==> src/rtl/fric_pkg.sv <==
`default_nettype none

package fric_pkg;

    localparam int IN_DATA_W  = 48;
    localparam int OUT_DATA_W = 120;
    localparam int MODE_W     = 2;
    localparam int CFG_IDX_W  = 2;
    localparam int CFG_DATA_W = 16;
    localparam int WIDE_IDX_W = 9;

    localparam int SUM_W     = 32;
    localparam int DIVISOR_W = 22;
    localparam int DIV_STEPS = 32;

    localparam logic [MODE_W-1:0] MODE_BYTE = 2'd0;
    localparam logic [MODE_W-1:0] MODE_TICK = 2'd1;
    localparam logic [MODE_W-1:0] MODE_READ = 2'd2;

    localparam logic [CFG_IDX_W-1:0] CFG_START_CHAR    = 2'd0;
    localparam logic [CFG_IDX_W-1:0] CFG_IDLE_LIMIT    = 2'd1;
    localparam logic [CFG_IDX_W-1:0] CFG_EIGHTH_PERIOD = 2'd2;
    localparam logic [CFG_IDX_W-1:0] CFG_AVG_SAMPLES   = 2'd3;

    localparam logic [7:0]  RST_START_CHAR    = 8'd35;
    localparam logic [7:0]  RST_IDLE_LIMIT    = 8'd2;
    localparam logic [7:0]  RST_EIGHTH_PERIOD = 8'd32;
    localparam logic [15:0] RST_AVG_SAMPLES   = 16'd480;

    localparam logic [7:0] TIMER_STOPPED = 8'hFF;
    localparam logic [7:0] SECOND_MARK   = 8'hFF;

    localparam logic [DIVISOR_W-1:0] MIN_PER_HOUR = 22'd60;

endpackage

`default_nettype wire

==> src/rtl/fric_div.sv <==
`default_nettype none

module fric_div
    import fric_pkg::*;
(
    input  wire logic                 clk,
    input  wire logic                 rst_n,
    input  wire logic                 start,
    input  wire logic [SUM_W-1:0]     dividend,
    input  wire logic [DIVISOR_W-1:0] divisor,
    output logic                      done,
    output logic [SUM_W-1:0]          quotient
);

    localparam int CNT_W = $clog2(DIV_STEPS);

    logic                 busy_reg;
    logic                 done_reg;
    logic [CNT_W-1:0]     cnt_reg;
    logic [SUM_W-1:0]     quot_reg;
    logic [DIVISOR_W-1:0] rem_reg;
    logic [DIVISOR_W-1:0] dvs_reg;

    logic [DIVISOR_W:0]   trial;
    logic [DIVISOR_W:0]   diff;
    logic                 fits;

    assign trial = {rem_reg, quot_reg[SUM_W-1]};
    assign fits  = trial >= {1'b0, dvs_reg};
    assign diff  = trial - {1'b0, dvs_reg};

    always_ff @(posedge clk or negedge rst_n)
    begin
        if (!rst_n)
        begin
            busy_reg <= 1'b0;
            done_reg <= 1'b0;
            cnt_reg  <= '0;
        end
        else
        begin
            done_reg <= 1'b0;
            if (start)
            begin
                busy_reg <= 1'b1;
                cnt_reg  <= '0;
            end
            else if (busy_reg)
            begin
                cnt_reg <= cnt_reg + 1'b1;
                if (cnt_reg == CNT_W'(DIV_STEPS - 1))
                begin
                    busy_reg <= 1'b0;
                    done_reg <= 1'b1;
                end
            end
        end
    end

    // restoring division, one quotient bit per cycle
    always_ff @(posedge clk)
    begin
        if (start)
        begin
            quot_reg <= dividend;
            rem_reg  <= '0;
            dvs_reg  <= divisor;
        end
        else if (busy_reg)
        begin
            quot_reg <= {quot_reg[SUM_W-2:0], fits};
            rem_reg  <= fits ? diff[DIVISOR_W-1:0] : trial[DIVISOR_W-1:0];
        end
    end

    assign done     = done_reg;
    assign quotient = quot_reg;

endmodule

`default_nettype wire

==> src/rtl/frame_receiver_with_charge_integrator_unit.sv <==
// Frame receiver with charge integrator.
// Input stream (s_*): one word per item; s_tuser selects received byte, timer
// tick or buffer read. Output stream (m_*): exactly one result word per item,
// carrying pulses, frame length, read byte and the three running totals.
// Config port: cfg_we writes cfg_wdata into the register at cfg_addr; write
// only while no item is in flight.
// Timing: an item passes the execute and load steps, which register its result
// word as valid; a new item is taken only in idle. A tick that closes an
// averaging window first runs two serial divisions, sum / (samples * 60).
// Frame bytes live in a single-port RAM with a registered read; bytes past
// the fill count read as zero, so no clearing pass runs.
// Reset: all counters, sums and totals clear, idle timer stopped, config
// registers to their defaults; the block is ready as soon as reset releases.
// Stall: a held result sits in the output register; the next item is still
// accepted and processed, and its result waits until the held word is taken.
`default_nettype none

module frame_receiver_with_charge_integrator_unit
    import fric_pkg::*;
#(
    parameter int BUF_DEPTH = 64
)
(
    input  wire logic                  clk,
    input  wire logic                  rst_n,
    // rx_byte[7:0], charge_current[23:8], discharge_current[39:24],
    // read_index[45:40], zero fill [47:46]
    input  wire logic [IN_DATA_W-1:0]  s_tdata,
    // mode[1:0]
    input  wire logic [MODE_W-1:0]     s_tuser,
    input  wire logic                  s_tvalid,
    output logic                       s_tready,
    // frame_ready[0], second_pulse[1], eighth_pulse[2], frame_length[8:3],
    // read_data[16:9], charge_total[48:17], discharge_total[80:49],
    // seconds_count[112:81], zero fill [119:113]
    output logic [OUT_DATA_W-1:0]      m_tdata,
    output logic                       m_tvalid,
    input  wire logic                  m_tready,
    input  wire logic                  cfg_we,
    input  wire logic [CFG_IDX_W-1:0]  cfg_addr,
    input  wire logic [CFG_DATA_W-1:0] cfg_wdata
);

    localparam int AW = $clog2(BUF_DEPTH);

    localparam logic [2:0] ST_IDLE    = 3'd0;
    localparam logic [2:0] ST_EXEC    = 3'd1;
    localparam logic [2:0] ST_DC_GO   = 3'd2;
    localparam logic [2:0] ST_DC_WAIT = 3'd3;
    localparam logic [2:0] ST_DD_GO   = 3'd4;
    localparam logic [2:0] ST_DD_WAIT = 3'd5;
    localparam logic [2:0] ST_LOAD    = 3'd6;

    logic [2:0] state_reg, state_next;

    logic [7:0]  start_char_reg;
    logic [7:0]  idle_limit_reg;
    logic [7:0]  eighth_period_reg;
    logic [15:0] avg_samples_reg;

    logic [AW-1:0]    byte_count_reg, byte_count_next;
    logic [7:0]       idle_timer_reg, idle_timer_next;
    logic [7:0]       tick_counter_reg, tick_counter_next;
    logic [7:0]       eighth_counter_reg, eighth_counter_next;
    logic [15:0]      sample_counter_reg, sample_counter_next;
    logic [SUM_W-1:0] charge_sum_reg, charge_sum_next;
    logic [SUM_W-1:0] discharge_sum_reg, discharge_sum_next;
    logic [SUM_W-1:0] charge_acc_reg, charge_acc_next;
    logic [SUM_W-1:0] discharge_acc_reg, discharge_acc_next;
    logic [SUM_W-1:0] second_acc_reg, second_acc_next;

    logic                  m_tvalid_reg, m_tvalid_next;
    logic [OUT_DATA_W-1:0] m_tdata_reg, m_tdata_next;

    logic fr_reg, fr_next;
    logic sp_reg, sp_next;
    logic ep_reg, ep_next;
    logic [7:0] rd_reg, rd_next;
    logic [DIVISOR_W-1:0] divisor_reg, divisor_next;

    logic [MODE_W-1:0]     mode_reg;
    logic [7:0]            rx_byte_reg;
    logic [15:0]           chg_reg;
    logic [15:0]           dis_reg;
    logic [WIDE_IDX_W-1:0] idx_wide_reg;

    logic [7:0] mem [BUF_DEPTH];
    logic [7:0] mem_rd_reg;
    logic       mem_we;

    logic                  accept;
    logic [WIDE_IDX_W-1:0] idx_wide;
    logic [AW-1:0]         rd_addr;
    logic [WIDE_IDX_W-1:0] count_wide;
    logic [7:0]            tick_inc;
    logic [7:0]            eighth_inc;
    logic [15:0]           sample_inc;
    logic [15:0]           win_div;
    logic                  out_load;

    logic                 div_start;
    logic                 div_done;
    logic [SUM_W-1:0]     div_q;
    logic [SUM_W-1:0]     div_dividend;

    assign s_tready   = (state_reg == ST_IDLE);
    assign accept     = s_tvalid && s_tready;
    assign idx_wide   = WIDE_IDX_W'(s_tdata[45:40]);
    assign rd_addr    = idx_wide[AW-1:0];
    assign count_wide = WIDE_IDX_W'(byte_count_reg);
    assign tick_inc   = tick_counter_reg + 8'd1;
    assign eighth_inc = eighth_counter_reg + 8'd1;
    assign sample_inc = sample_counter_reg + 16'd1;
    assign win_div    = (sample_inc == 16'd0) ? 16'd1 : sample_inc;

    assign div_dividend = (state_reg == ST_DC_GO) ? charge_sum_reg : discharge_sum_reg;

    fric_div u_div (
        .clk      (clk),
        .rst_n    (rst_n),
        .start    (div_start),
        .dividend (div_dividend),
        .divisor  (divisor_reg),
        .done     (div_done),
        .quotient (div_q)
    );

    always_comb
    begin
        state_next          = state_reg;
        byte_count_next     = byte_count_reg;
        idle_timer_next     = idle_timer_reg;
        tick_counter_next   = tick_counter_reg;
        eighth_counter_next = eighth_counter_reg;
        sample_counter_next = sample_counter_reg;
        charge_sum_next     = charge_sum_reg;
        discharge_sum_next  = discharge_sum_reg;
        charge_acc_next     = charge_acc_reg;
        discharge_acc_next  = discharge_acc_reg;
        second_acc_next     = second_acc_reg;
        fr_next             = fr_reg;
        sp_next             = sp_reg;
        ep_next             = ep_reg;
        rd_next             = rd_reg;
        divisor_next        = divisor_reg;
        mem_we              = 1'b0;
        div_start           = 1'b0;
        out_load            = 1'b0;

        unique case (state_reg)
            ST_IDLE:
            begin
                if (s_tvalid)
                    state_next = ST_EXEC;
            end
            ST_EXEC:
            begin
                fr_next    = 1'b0;
                sp_next    = 1'b0;
                ep_next    = 1'b0;
                rd_next    = 8'd0;
                state_next = ST_LOAD;
                unique case (mode_reg)
                    MODE_BYTE:
                    begin
                        if (rx_byte_reg == start_char_reg)
                        begin
                            byte_count_next = '0;
                            idle_timer_next = 8'd0;
                        end
                        else if (byte_count_reg < AW'(BUF_DEPTH - 1))
                        begin
                            mem_we          = 1'b1;
                            byte_count_next = byte_count_reg + 1'b1;
                        end
                    end
                    MODE_TICK:
                    begin
                        if (idle_timer_reg < idle_limit_reg)
                            idle_timer_next = idle_timer_reg + 8'd1;
                        else if (idle_timer_reg != TIMER_STOPPED)
                        begin
                            fr_next         = 1'b1;
                            idle_timer_next = TIMER_STOPPED;
                        end

                        tick_counter_next = tick_inc;
                        if (tick_inc == SECOND_MARK)
                        begin
                            sp_next         = 1'b1;
                            second_acc_next = second_acc_reg + 32'd1;
                        end

                        if (eighth_inc >= eighth_period_reg)
                        begin
                            eighth_counter_next = 8'd0;
                            ep_next             = 1'b1;
                            if (sample_inc >= avg_samples_reg)
                            begin
                                // window closes: sums folded in by the divider
                                sample_counter_next = 16'd0;
                                divisor_next = {6'd0, win_div} * MIN_PER_HOUR;
                                state_next   = ST_DC_GO;
                            end
                            else
                            begin
                                sample_counter_next = sample_inc;
                                charge_sum_next     = charge_sum_reg + SUM_W'(chg_reg);
                                discharge_sum_next  = discharge_sum_reg + SUM_W'(dis_reg);
                            end
                        end
                        else
                            eighth_counter_next = eighth_inc;
                    end
                    MODE_READ:
                    begin
                        if (idx_wide_reg < WIDE_IDX_W'(BUF_DEPTH) && idx_wide_reg < count_wide)
                            rd_next = mem_rd_reg;
                    end
                    default:
                    begin
                    end
                endcase
            end
            ST_DC_GO:
            begin
                div_start  = 1'b1;
                state_next = ST_DC_WAIT;
            end
            ST_DC_WAIT:
            begin
                if (div_done)
                begin
                    charge_acc_next = charge_acc_reg + div_q;
                    charge_sum_next = '0;
                    state_next      = ST_DD_GO;
                end
            end
            ST_DD_GO:
            begin
                div_start  = 1'b1;
                state_next = ST_DD_WAIT;
            end
            ST_DD_WAIT:
            begin
                if (div_done)
                begin
                    discharge_acc_next = discharge_acc_reg + div_q;
                    discharge_sum_next = '0;
                    state_next         = ST_LOAD;
                end
            end
            ST_LOAD:
            begin
                if (!m_tvalid_reg || m_tready)
                begin
                    out_load   = 1'b1;
                    state_next = ST_IDLE;
                end
            end
            default:
            begin
                state_next = ST_IDLE;
            end
        endcase
    end

    always_comb
    begin
        m_tvalid_next = m_tvalid_reg;
        m_tdata_next  = m_tdata_reg;
        if (out_load)
        begin
            m_tvalid_next = 1'b1;
            m_tdata_next  = {7'd0, second_acc_reg, discharge_acc_reg, charge_acc_reg,
                             rd_reg, count_wide[5:0], ep_reg, sp_reg, fr_reg};
        end
        else if (m_tready)
            m_tvalid_next = 1'b0;
    end

    always_ff @(posedge clk or negedge rst_n)
    begin
        if (!rst_n)
        begin
            state_reg          <= ST_IDLE;
            byte_count_reg     <= '0;
            idle_timer_reg     <= TIMER_STOPPED;
            tick_counter_reg   <= 8'd0;
            eighth_counter_reg <= 8'd0;
            sample_counter_reg <= 16'd0;
            charge_sum_reg     <= '0;
            discharge_sum_reg  <= '0;
            charge_acc_reg     <= '0;
            discharge_acc_reg  <= '0;
            second_acc_reg     <= '0;
            m_tvalid_reg       <= 1'b0;
        end
        else
        begin
            state_reg          <= state_next;
            byte_count_reg     <= byte_count_next;
            idle_timer_reg     <= idle_timer_next;
            tick_counter_reg   <= tick_counter_next;
            eighth_counter_reg <= eighth_counter_next;
            sample_counter_reg <= sample_counter_next;
            charge_sum_reg     <= charge_sum_next;
            discharge_sum_reg  <= discharge_sum_next;
            charge_acc_reg     <= charge_acc_next;
            discharge_acc_reg  <= discharge_acc_next;
            second_acc_reg     <= second_acc_next;
            m_tvalid_reg       <= m_tvalid_next;
        end
    end

    always_ff @(posedge clk or negedge rst_n)
    begin
        if (!rst_n)
        begin
            start_char_reg    <= RST_START_CHAR;
            idle_limit_reg    <= RST_IDLE_LIMIT;
            eighth_period_reg <= RST_EIGHTH_PERIOD;
            avg_samples_reg   <= RST_AVG_SAMPLES;
        end
        else if (cfg_we)
        begin
            unique case (cfg_addr)
                CFG_START_CHAR:    start_char_reg    <= cfg_wdata[7:0];
                CFG_IDLE_LIMIT:    idle_limit_reg    <= cfg_wdata[7:0];
                CFG_EIGHTH_PERIOD: eighth_period_reg <= cfg_wdata[7:0];
                CFG_AVG_SAMPLES:   avg_samples_reg   <= cfg_wdata;
                default:
                begin
                end
            endcase
        end
    end

    always_ff @(posedge clk)
    begin
        fr_reg      <= fr_next;
        sp_reg      <= sp_next;
        ep_reg      <= ep_next;
        rd_reg      <= rd_next;
        divisor_reg <= divisor_next;
        m_tdata_reg <= m_tdata_next;
        if (accept)
        begin
            mode_reg     <= s_tuser;
            rx_byte_reg  <= s_tdata[7:0];
            chg_reg      <= s_tdata[23:8];
            dis_reg      <= s_tdata[39:24];
            idx_wide_reg <= idx_wide;
        end
    end

    // frame RAM; the execute step returns zero for bytes at or above the fill count
    always_ff @(posedge clk)
    begin
        if (mem_we)
            mem[byte_count_reg] <= rx_byte_reg;
        if (accept)
            mem_rd_reg <= mem[rd_addr];
    end

    assign m_tvalid = m_tvalid_reg;
    assign m_tdata  = m_tdata_reg;

`ifndef SYNTH
    a_done_in_wait: assert property (@(posedge clk) disable iff (!rst_n)
        div_done |-> (state_reg == ST_DC_WAIT || state_reg == ST_DD_WAIT))
        else $error("divider finished outside a wait state");

    a_load_src: assert property (@(posedge clk) disable iff (!rst_n)
        $rose(m_tvalid) |-> $past(state_reg == ST_LOAD))
        else $error("result word raised outside the load step");

    a_window_cleared: assert property (@(posedge clk) disable iff (!rst_n)
        (state_reg == ST_DC_GO) |-> (sample_counter_reg == 16'd0))
        else $error("sample count not cleared on window close");

    a_count_bound: assert property (@(posedge clk) disable iff (!rst_n)
        count_wide <= WIDE_IDX_W'(BUF_DEPTH - 1))
        else $error("frame byte count past buffer limit");
`endif

endmodule

`default_nettype wire

==> config.mk <==
export PLATFORM = sky130hd
export DESIGN_NAME = frame_receiver_with_charge_integrator_unit
export DESIGN_NICKNAME = d
export VERILOG_FILES = /design/src/rtl/fric_pkg.sv /design/src/rtl/fric_div.sv /design/src/rtl/frame_receiver_with_charge_integrator_unit.sv
export SDC_FILE = /design/constraint.sdc
export NUM_CORES = 2
export LEC_CHECK = 0
export BUFFER_PORTS_ARGS = -buffer_cell sky130_fd_sc_hd__clkbuf_2
export CAP_MARGIN = 20
export CORE_MARGIN = 2
export CORE_UTILIZATION = 50
export DETAILED_ROUTE_END_ITERATION = 8
export GPL_TIMING_DRIVEN = 0
export PLACE_DENSITY = 0.75
export SYNTH_ARGS = -nofsm -noshare
export SYNTH_HDL_FRONTEND = slang
export SYNTH_HIERARCHICAL = 1
export SYNTH_SLANG_ARGS = --single-unit
==> constraint.sdc <==
create_clock -name clk -period 9.4 [get_ports clk]
set_clock_uncertainty 0.1 [all_clocks]
set_input_delay 0.94 -clock clk [delete_from_list [all_inputs] [get_ports clk]]
set_output_delay 0.94 -clock clk [all_outputs]
set_load 0.005 [all_outputs]
Word-level counts from Yosys, hierarchy flattened --
Memories as Yosys holds them, arrays and structs flattened. A register that Yosys moved wholly into a read port is not among the register bits. Cells that the tools add are included.
Storage, ports and cells: bits in latches 0, memories 1, output and inout bits 122, bits in writable memories 512, input bits 73, flip-flop bits (word level) 523, word-level logic and storage cells 163, bits in read-only memories 0
Memory list:
- mem | depth 64, width 8, rd ports 1, clocked after memory_dff 1, wr ports 1, RTL line frame_receiver_with_charge_integrator_unit.sv:87 | logic [7:0] mem [BUF_DEPTH];
Operators by class: divide/modulo/power cells 0, eq/ne operators 24, reduce and logical (&&, ||, !) cells 32, magnitude comparators 7, bitwise gates (word level) 1, add/sub/neg operators 12, shift-type cells 0, $mul 1, mux-type cells 52
Operators with widths (number):
- 32-bit two-way mux | 10
- 32-bit case mux with 2 select lines | 2
- 32-bit by 16-bit adder with 32-bit output | 2
- 32-bit adder | 2
- 32-bit by 1-bit adder with 32-bit output (second input constant) | 1
- 16-bit two-way mux | 2
- 8-bit two-way mux | 4
- 8-bit by 1-bit adder with 8-bit output (second input constant) | 3
- 23-bit by 22-bit >= comparator with 1-bit output | 1
- 22-bit two-way mux | 1
- 22-bit subtractor | 1
- 3-bit two-way mux | 7
- 3-bit case mux with 7 select lines | 1
- 16-bit by 4-bit multiplier with 20-bit output (second input constant) | 1
- 1-bit two-way mux | 20
- 16-bit by 1-bit adder with 16-bit output (second input constant) | 1
- 16-bit >= comparator | 1
- 16-bit zero test | 1
- 8-bit case mux with 2 select lines | 1
- 2-bit AND reduction | 8
- 6-bit two-way mux | 2
- 4-bit AND reduction | 3
- 2-bit nonzero test | 6
- 5-bit two-way mux | 2
- other kinds (28) | 46

Depth between registers and ports, before layout --
depth in word-level cells 7, depth in mapped cells 25, mapped depth without buffers 24

Cells and area by module --
Netlist, hierarchy kept.
Modules (own cells, without submodules):
- frame_receiver_with_charge_integrator_unit | area an instance 43940.9 um^2, instances 1, seq. area each 27657.8 um^2, cells an instance 3025
- fric_div | area an instance 4888.4 um^2, instances 1, seq. area each 2237.1 um^2, cells an instance 441

Least setup slack after synthesis --
OpenSTA, ideal clock, no wires.
path type input to register, start point input m_tready, end point register m_tdata_reg[0] (netlist: m_tdata[0]) (enable), stages on the path 2, setup slack -707 ps, arrival 9260 ps, buffers on the path 0, required time 8553 ps, library setup time 747 ps, path through nand2b_1 -> nor3b_1
On the way: cells in the longest elaborated chain, start to end 3
Ends and longest elaborated chain:
- start, declared | RTL line frame_receiver_with_charge_integrator_unit.sv:38 | input wire logic m_tready,
- 1-bit logical OR | RTL line frame_receiver_with_charge_integrator_unit.sv:255 | if (!m_tvalid_reg || m_tready)
- 1-bit two-way mux | RTL line frame_receiver_with_charge_integrator_unit.sv:255
- 1-bit two-way mux | RTL line frame_receiver_with_charge_integrator_unit.sv:150 | unique case (state_reg)
- end signal, assigned | RTL line frame_receiver_with_charge_integrator_unit.sv:346 | m_tdata_reg <= m_tdata_next;
- end, declared | RTL line frame_receiver_with_charge_integrator_unit.sv:73 | logic [OUT_DATA_W-1:0] m_tdata_reg, m_tdata_next;
No other way between the ends. A chain may end at the register's enable or synchronous reset.

Worst setup path in the final report --
start point register sample_counter_reg[0], end point register divisor_reg[18], data pin
On the way: cells in the longest elaborated chain, start to end 4
Ends and longest elaborated chain:
- start, declared | RTL line frame_receiver_with_charge_integrator_unit.sv:65 | logic [15:0] sample_counter_reg, sample_counter_next;
- start signal, assigned | RTL line frame_receiver_with_charge_integrator_unit.sv:306 | sample_counter_reg <= sample_counter_next;
- 16-bit by 1-bit adder with 16-bit output (*) | RTL line frame_receiver_with_charge_integrator_unit.sv:113 | assign sample_inc = sample_counter_reg + 16'd1;
- 16-bit zero test | RTL line frame_receiver_with_charge_integrator_unit.sv:114 | assign win_div = (sample_inc == 16'd0) ? 16'd1 : sample_inc;
- 16-bit two-way mux (*) | RTL line frame_receiver_with_charge_integrator_unit.sv:114
- 16-bit by 4-bit multiplier with 20-bit output (*) | RTL line frame_receiver_with_charge_integrator_unit.sv:202 | divisor_next = {6'd0, win_div} * MIN_PER_HOUR;
- end signal, assigned | RTL line frame_receiver_with_charge_integrator_unit.sv:345 | divisor_reg <= divisor_next;
- end, declared | RTL line frame_receiver_with_charge_integrator_unit.sv:79 | logic [DIVISOR_W-1:0] divisor_reg, divisor_next;
Every way passes the cells marked *; elsewhere a longest branch is shown, timed or not.

==> impl_metrics.ini <==
[timing]
drv_slew = 0
hold_viol = 0
setup_viol = 0
fin_crit_ns = 6.86
relSlewSlack_pct = 24.5
finalCritPeriodShare_pct = 73.0
fmax_ghz = 0.146
rsz0062_at_grt = no
fin_hold_ws_ns = 0.168
max_slew.worst_pin.slew_ns = 1.12
tns_ns = 0

[clock_tree]
ctsHoldBuffers = 0
htree_levels = 3
post_cts_buffers = 0
clock_latency_ns = 0.70
cts-buffers-inserted = 104
cts.sinks = 1045
cts_buffer_depth = 3
clock_tree.root_cell = clkbuf_16
clk_pin_slew_worst_paths_ns = 0.06
cts_tree = built
cts_resized = 0

[synthesis]
synth_area_mm2 = 0.0488
synth_common_cells = edfxtp_1, nand2_1, dfrtp_1, nor2_1, o21ai_0
synth_edf_count = 766
ys_seq_area_share_pct = 61.2
netlist_instances = 3466
synth_top_area_share_pct = 47.1
ys_async_sr_fraction_pct = 24.6
yosysTopAreaCell = edfxtp_1
synth-seq-cells = 1045
yosysUniqueCellTypes = 109
synth_area_per_cell_um2 = 14.1
post-synth-top-count-cell = edfxtp_1
synthFlopType = edfxtp_1
yosysWarnings = 6
synth.area.top_cells = edfxtp_1, dfrtp_1, mux4_2, ha_1, mux2_2

[setup_path]
ff2ff_setup_slack_ns = 2.54
r2r_start = sample_counter_reg[0]$_DFFE_PN0P_
crit_buf_inv = 3
cp-end-kind = register
path_max_fanout = 9
cp.arrival_ns = 7.19
cpLargestDelayFamily = simple AND/OR/NAND/NOR gates
setup.worst_path.class = register to register
cpMostUsedCell = a21oi_1
worstPathRequired_ns = 9.73
r2r_end = divisor_reg[18]$_DFFE_PP_
critPathLaunchType = register
crit_slowest_cell = xor2_1
path_cells = ha_1 > clkbuf_1 > nand2_1 > nor2_1 > nand3_1 > xor2_1 > nand4_1 > nor4_1 > a21oi_1 > fa_1 > inv_1 > fa_1 > inv_1 > ha_1 > nor2b_1 > o21ai_0 > a21oi_1 > o21a_1 > o21ai_0 > a21oi_1 > nor3_1 > o41ai_1 > a21oi_1 > xnor2_1
cp.depth = 24
critPathMaxStageDelay_ns = 0.64
rr_worst_depth = 24

[power_and_ir_drop]
clkPwrFrac_pct = 36.4
comb_power_share_pct = 17.9
cellPowerDensity_mw_per_mm2 = 215
p_sw_share_pct = 27.3
internal_power_uw = 8720
peakVddDrop_uv = 150
p_sw_uw = 3270
seqPwrFrac_pct = 45.7
p_leak_uw = 0.0218

[run_status]
status = finished clean

[floorplanning]
dieArea_mm2 = 0.100
die_x_um = 317
io_pins = 195
core_area_mm2 = 0.0967
initial_core_util_pct = 50.5
die_h_um = 317
std_cell_rows = 114

[detailed_routing]
drtIter0Drc = 2605
drt.antenna.violating_nets = 0
drc_errors = 0
vias_per_cell = 5.81
wl_per_cell_um = 22.0
wirelength_mm = 113
vias = 29987
dr.pass1.iters = 6

[global_routing]
grt_max_degree = 102
antenna_found_initial = 4
grt.overflow.total = 0
grt_pass1_vias = 29804
track_usage_pct = 22.8
grt_pass1_wl_mm = 174

[place]
gp_congestion = 0.926
hpwlAfterDp_mm = 79.9
io_buffers = 185

[cells_and_area]
final_nets = 4081
synthToLayoutAreaGrowth_pct = 14.1
drive_gt1_share_pct = 19.7
fill_cells = 7459
largest_reg_flops = 512
ff_latch_area_mm2 = 0.0299
multi_input_area_mm2 = 0.0177
fin_util_pct = 57.6

[run]
maxCapViolCount = 0

[hold_path]
hold_path_class = input port to asynchronous set/reset pin
-- power by group through the flow --
stage | clock, µW | sequential, µW | combinational (µW)
6_report | 4360 | 5470 | 2150
5_1_grt | 4610 | 5500 | 2370
4_1_cts | 4430 | 5470 | 2140
3_5_place_dp | 0 | 5560 | 2130
3_3_place_gp | 0 | 5560 | 2050
2_1_floorplan | 0 | 5470 | 1610
-- kinds of logic after synthesis --
kind of cell	Yosys count	share of synthesized area [%]
AO/OA/AOI/OAI	592	7.98
other	1	0.00768
XOR/XNOR	225	4.04
flip-flops	1045	61.2
adder cells (fa/ha/maj)	210	5.72
multiplexers	277	10.3
AND/OR/NAND/NOR	823	8.23
buffers and inverters	293	2.55
-- final cells by class --
class,count,area share (%)
sequential,1045,53.7
multi-input combinational,2136,31.8
clock buffer,134,5.02
timing repair buffer,218,2.91
tap,1276,2.87
clock inverter,59,1.45
inverter,170,1.15
buffer,123,1.09
antenna,1,0.00449
-- worst reg2reg max path, cell delays in order, from the launching register on --
cell      delay, ns
dfrtp_1        0.49
ha_1           0.19
clkbuf_1       0.31
nand2_1        0.11
nor2_1         0.41
nand3_1        0.16
xor2_1         0.64
nand4_1        0.16
nor4_1         0.54
a21oi_1        0.18
fa_1           0.55
inv_1          0.05
fa_1           0.53
inv_1          0.04
ha_1           0.33
nor2b_1        0.15
o21ai_0        0.19
a21oi_1        0.13
o21a_1         0.19
o21ai_0        0.23
a21oi_1        0.15
nor3_1         0.35
o41ai_1        0.14
a21oi_1        0.22
xnor2_1        0.09
-- placed cells by master, fill, tap and decap left out, types with 83 or more instances in the layout --
master       n
nand2_1    257
ha_1       188
nor2_1     198
clkbuf_16  104
o21ai_0    196
xor2_1      91
clkbuf_2   187
xnor2_1    134
mux4_2     168
dfrtp_1    240
edfxtp_1   766
mux2_2     105
a21oi_1    138
nand3_1     83
clkbuf_1   101
inv_1      169
-- per-layer routing --
metal  vias to the layer above  track usage (%)  part of all wire, %
met5                         -                0                0.011
met4                         2             8.61                  3.6
met3                       234             3.56                  7.3
met2                      1116             37.8                   49
met1                     14907             30.5                   40
li1                      13728                -                    -
-- worst max-delay path by stage --
stage / from / endpoint / slack (ns)
2_1_floorplan: m_tready / m_tdata[0]$_DFFE_PP_ / 3.32
3_3_place_gp: m_tready / m_tdata[112]$_DFFE_PP_ / 0.91
3_5_place_dp: sample_counter_reg[0]$_DFFE_PN0P_ / divisor_reg[18]$_DFFE_PP_ / 2.65
4_1_cts: sample_counter_reg[0]$_DFFE_PN0P_ / divisor_reg[18]$_DFFE_PP_ / 2.62
5_1_grt: sample_counter_reg[0]$_DFFE_PN0P_ / divisor_reg[18]$_DFFE_PP_ / 1.96
6_report: sample_counter_reg[0]$_DFFE_PN0P_ / divisor_reg[18]$_DFFE_PP_ / 2.54
-- through the flow --
stage / area, µm² / instances / total power (µW) / setup slack, ns
2_1_floorplan: 48900 / 3474 / 7080 / 3.32
3_5_place_dp: 52100 / 4967 / 7690 / 2.65
4_1_cts: 55700 / 5160 / 12000 / 2.62
6_report: 55700 / 5162 / 12000 / 2.54
5_1_grt: 55700 / 5162 / 12500 / 1.96
3_3_place_gp: 51400 / 4935 / 7610 / 0.911
No activity file was read; power rests on OpenSTA's default activity.
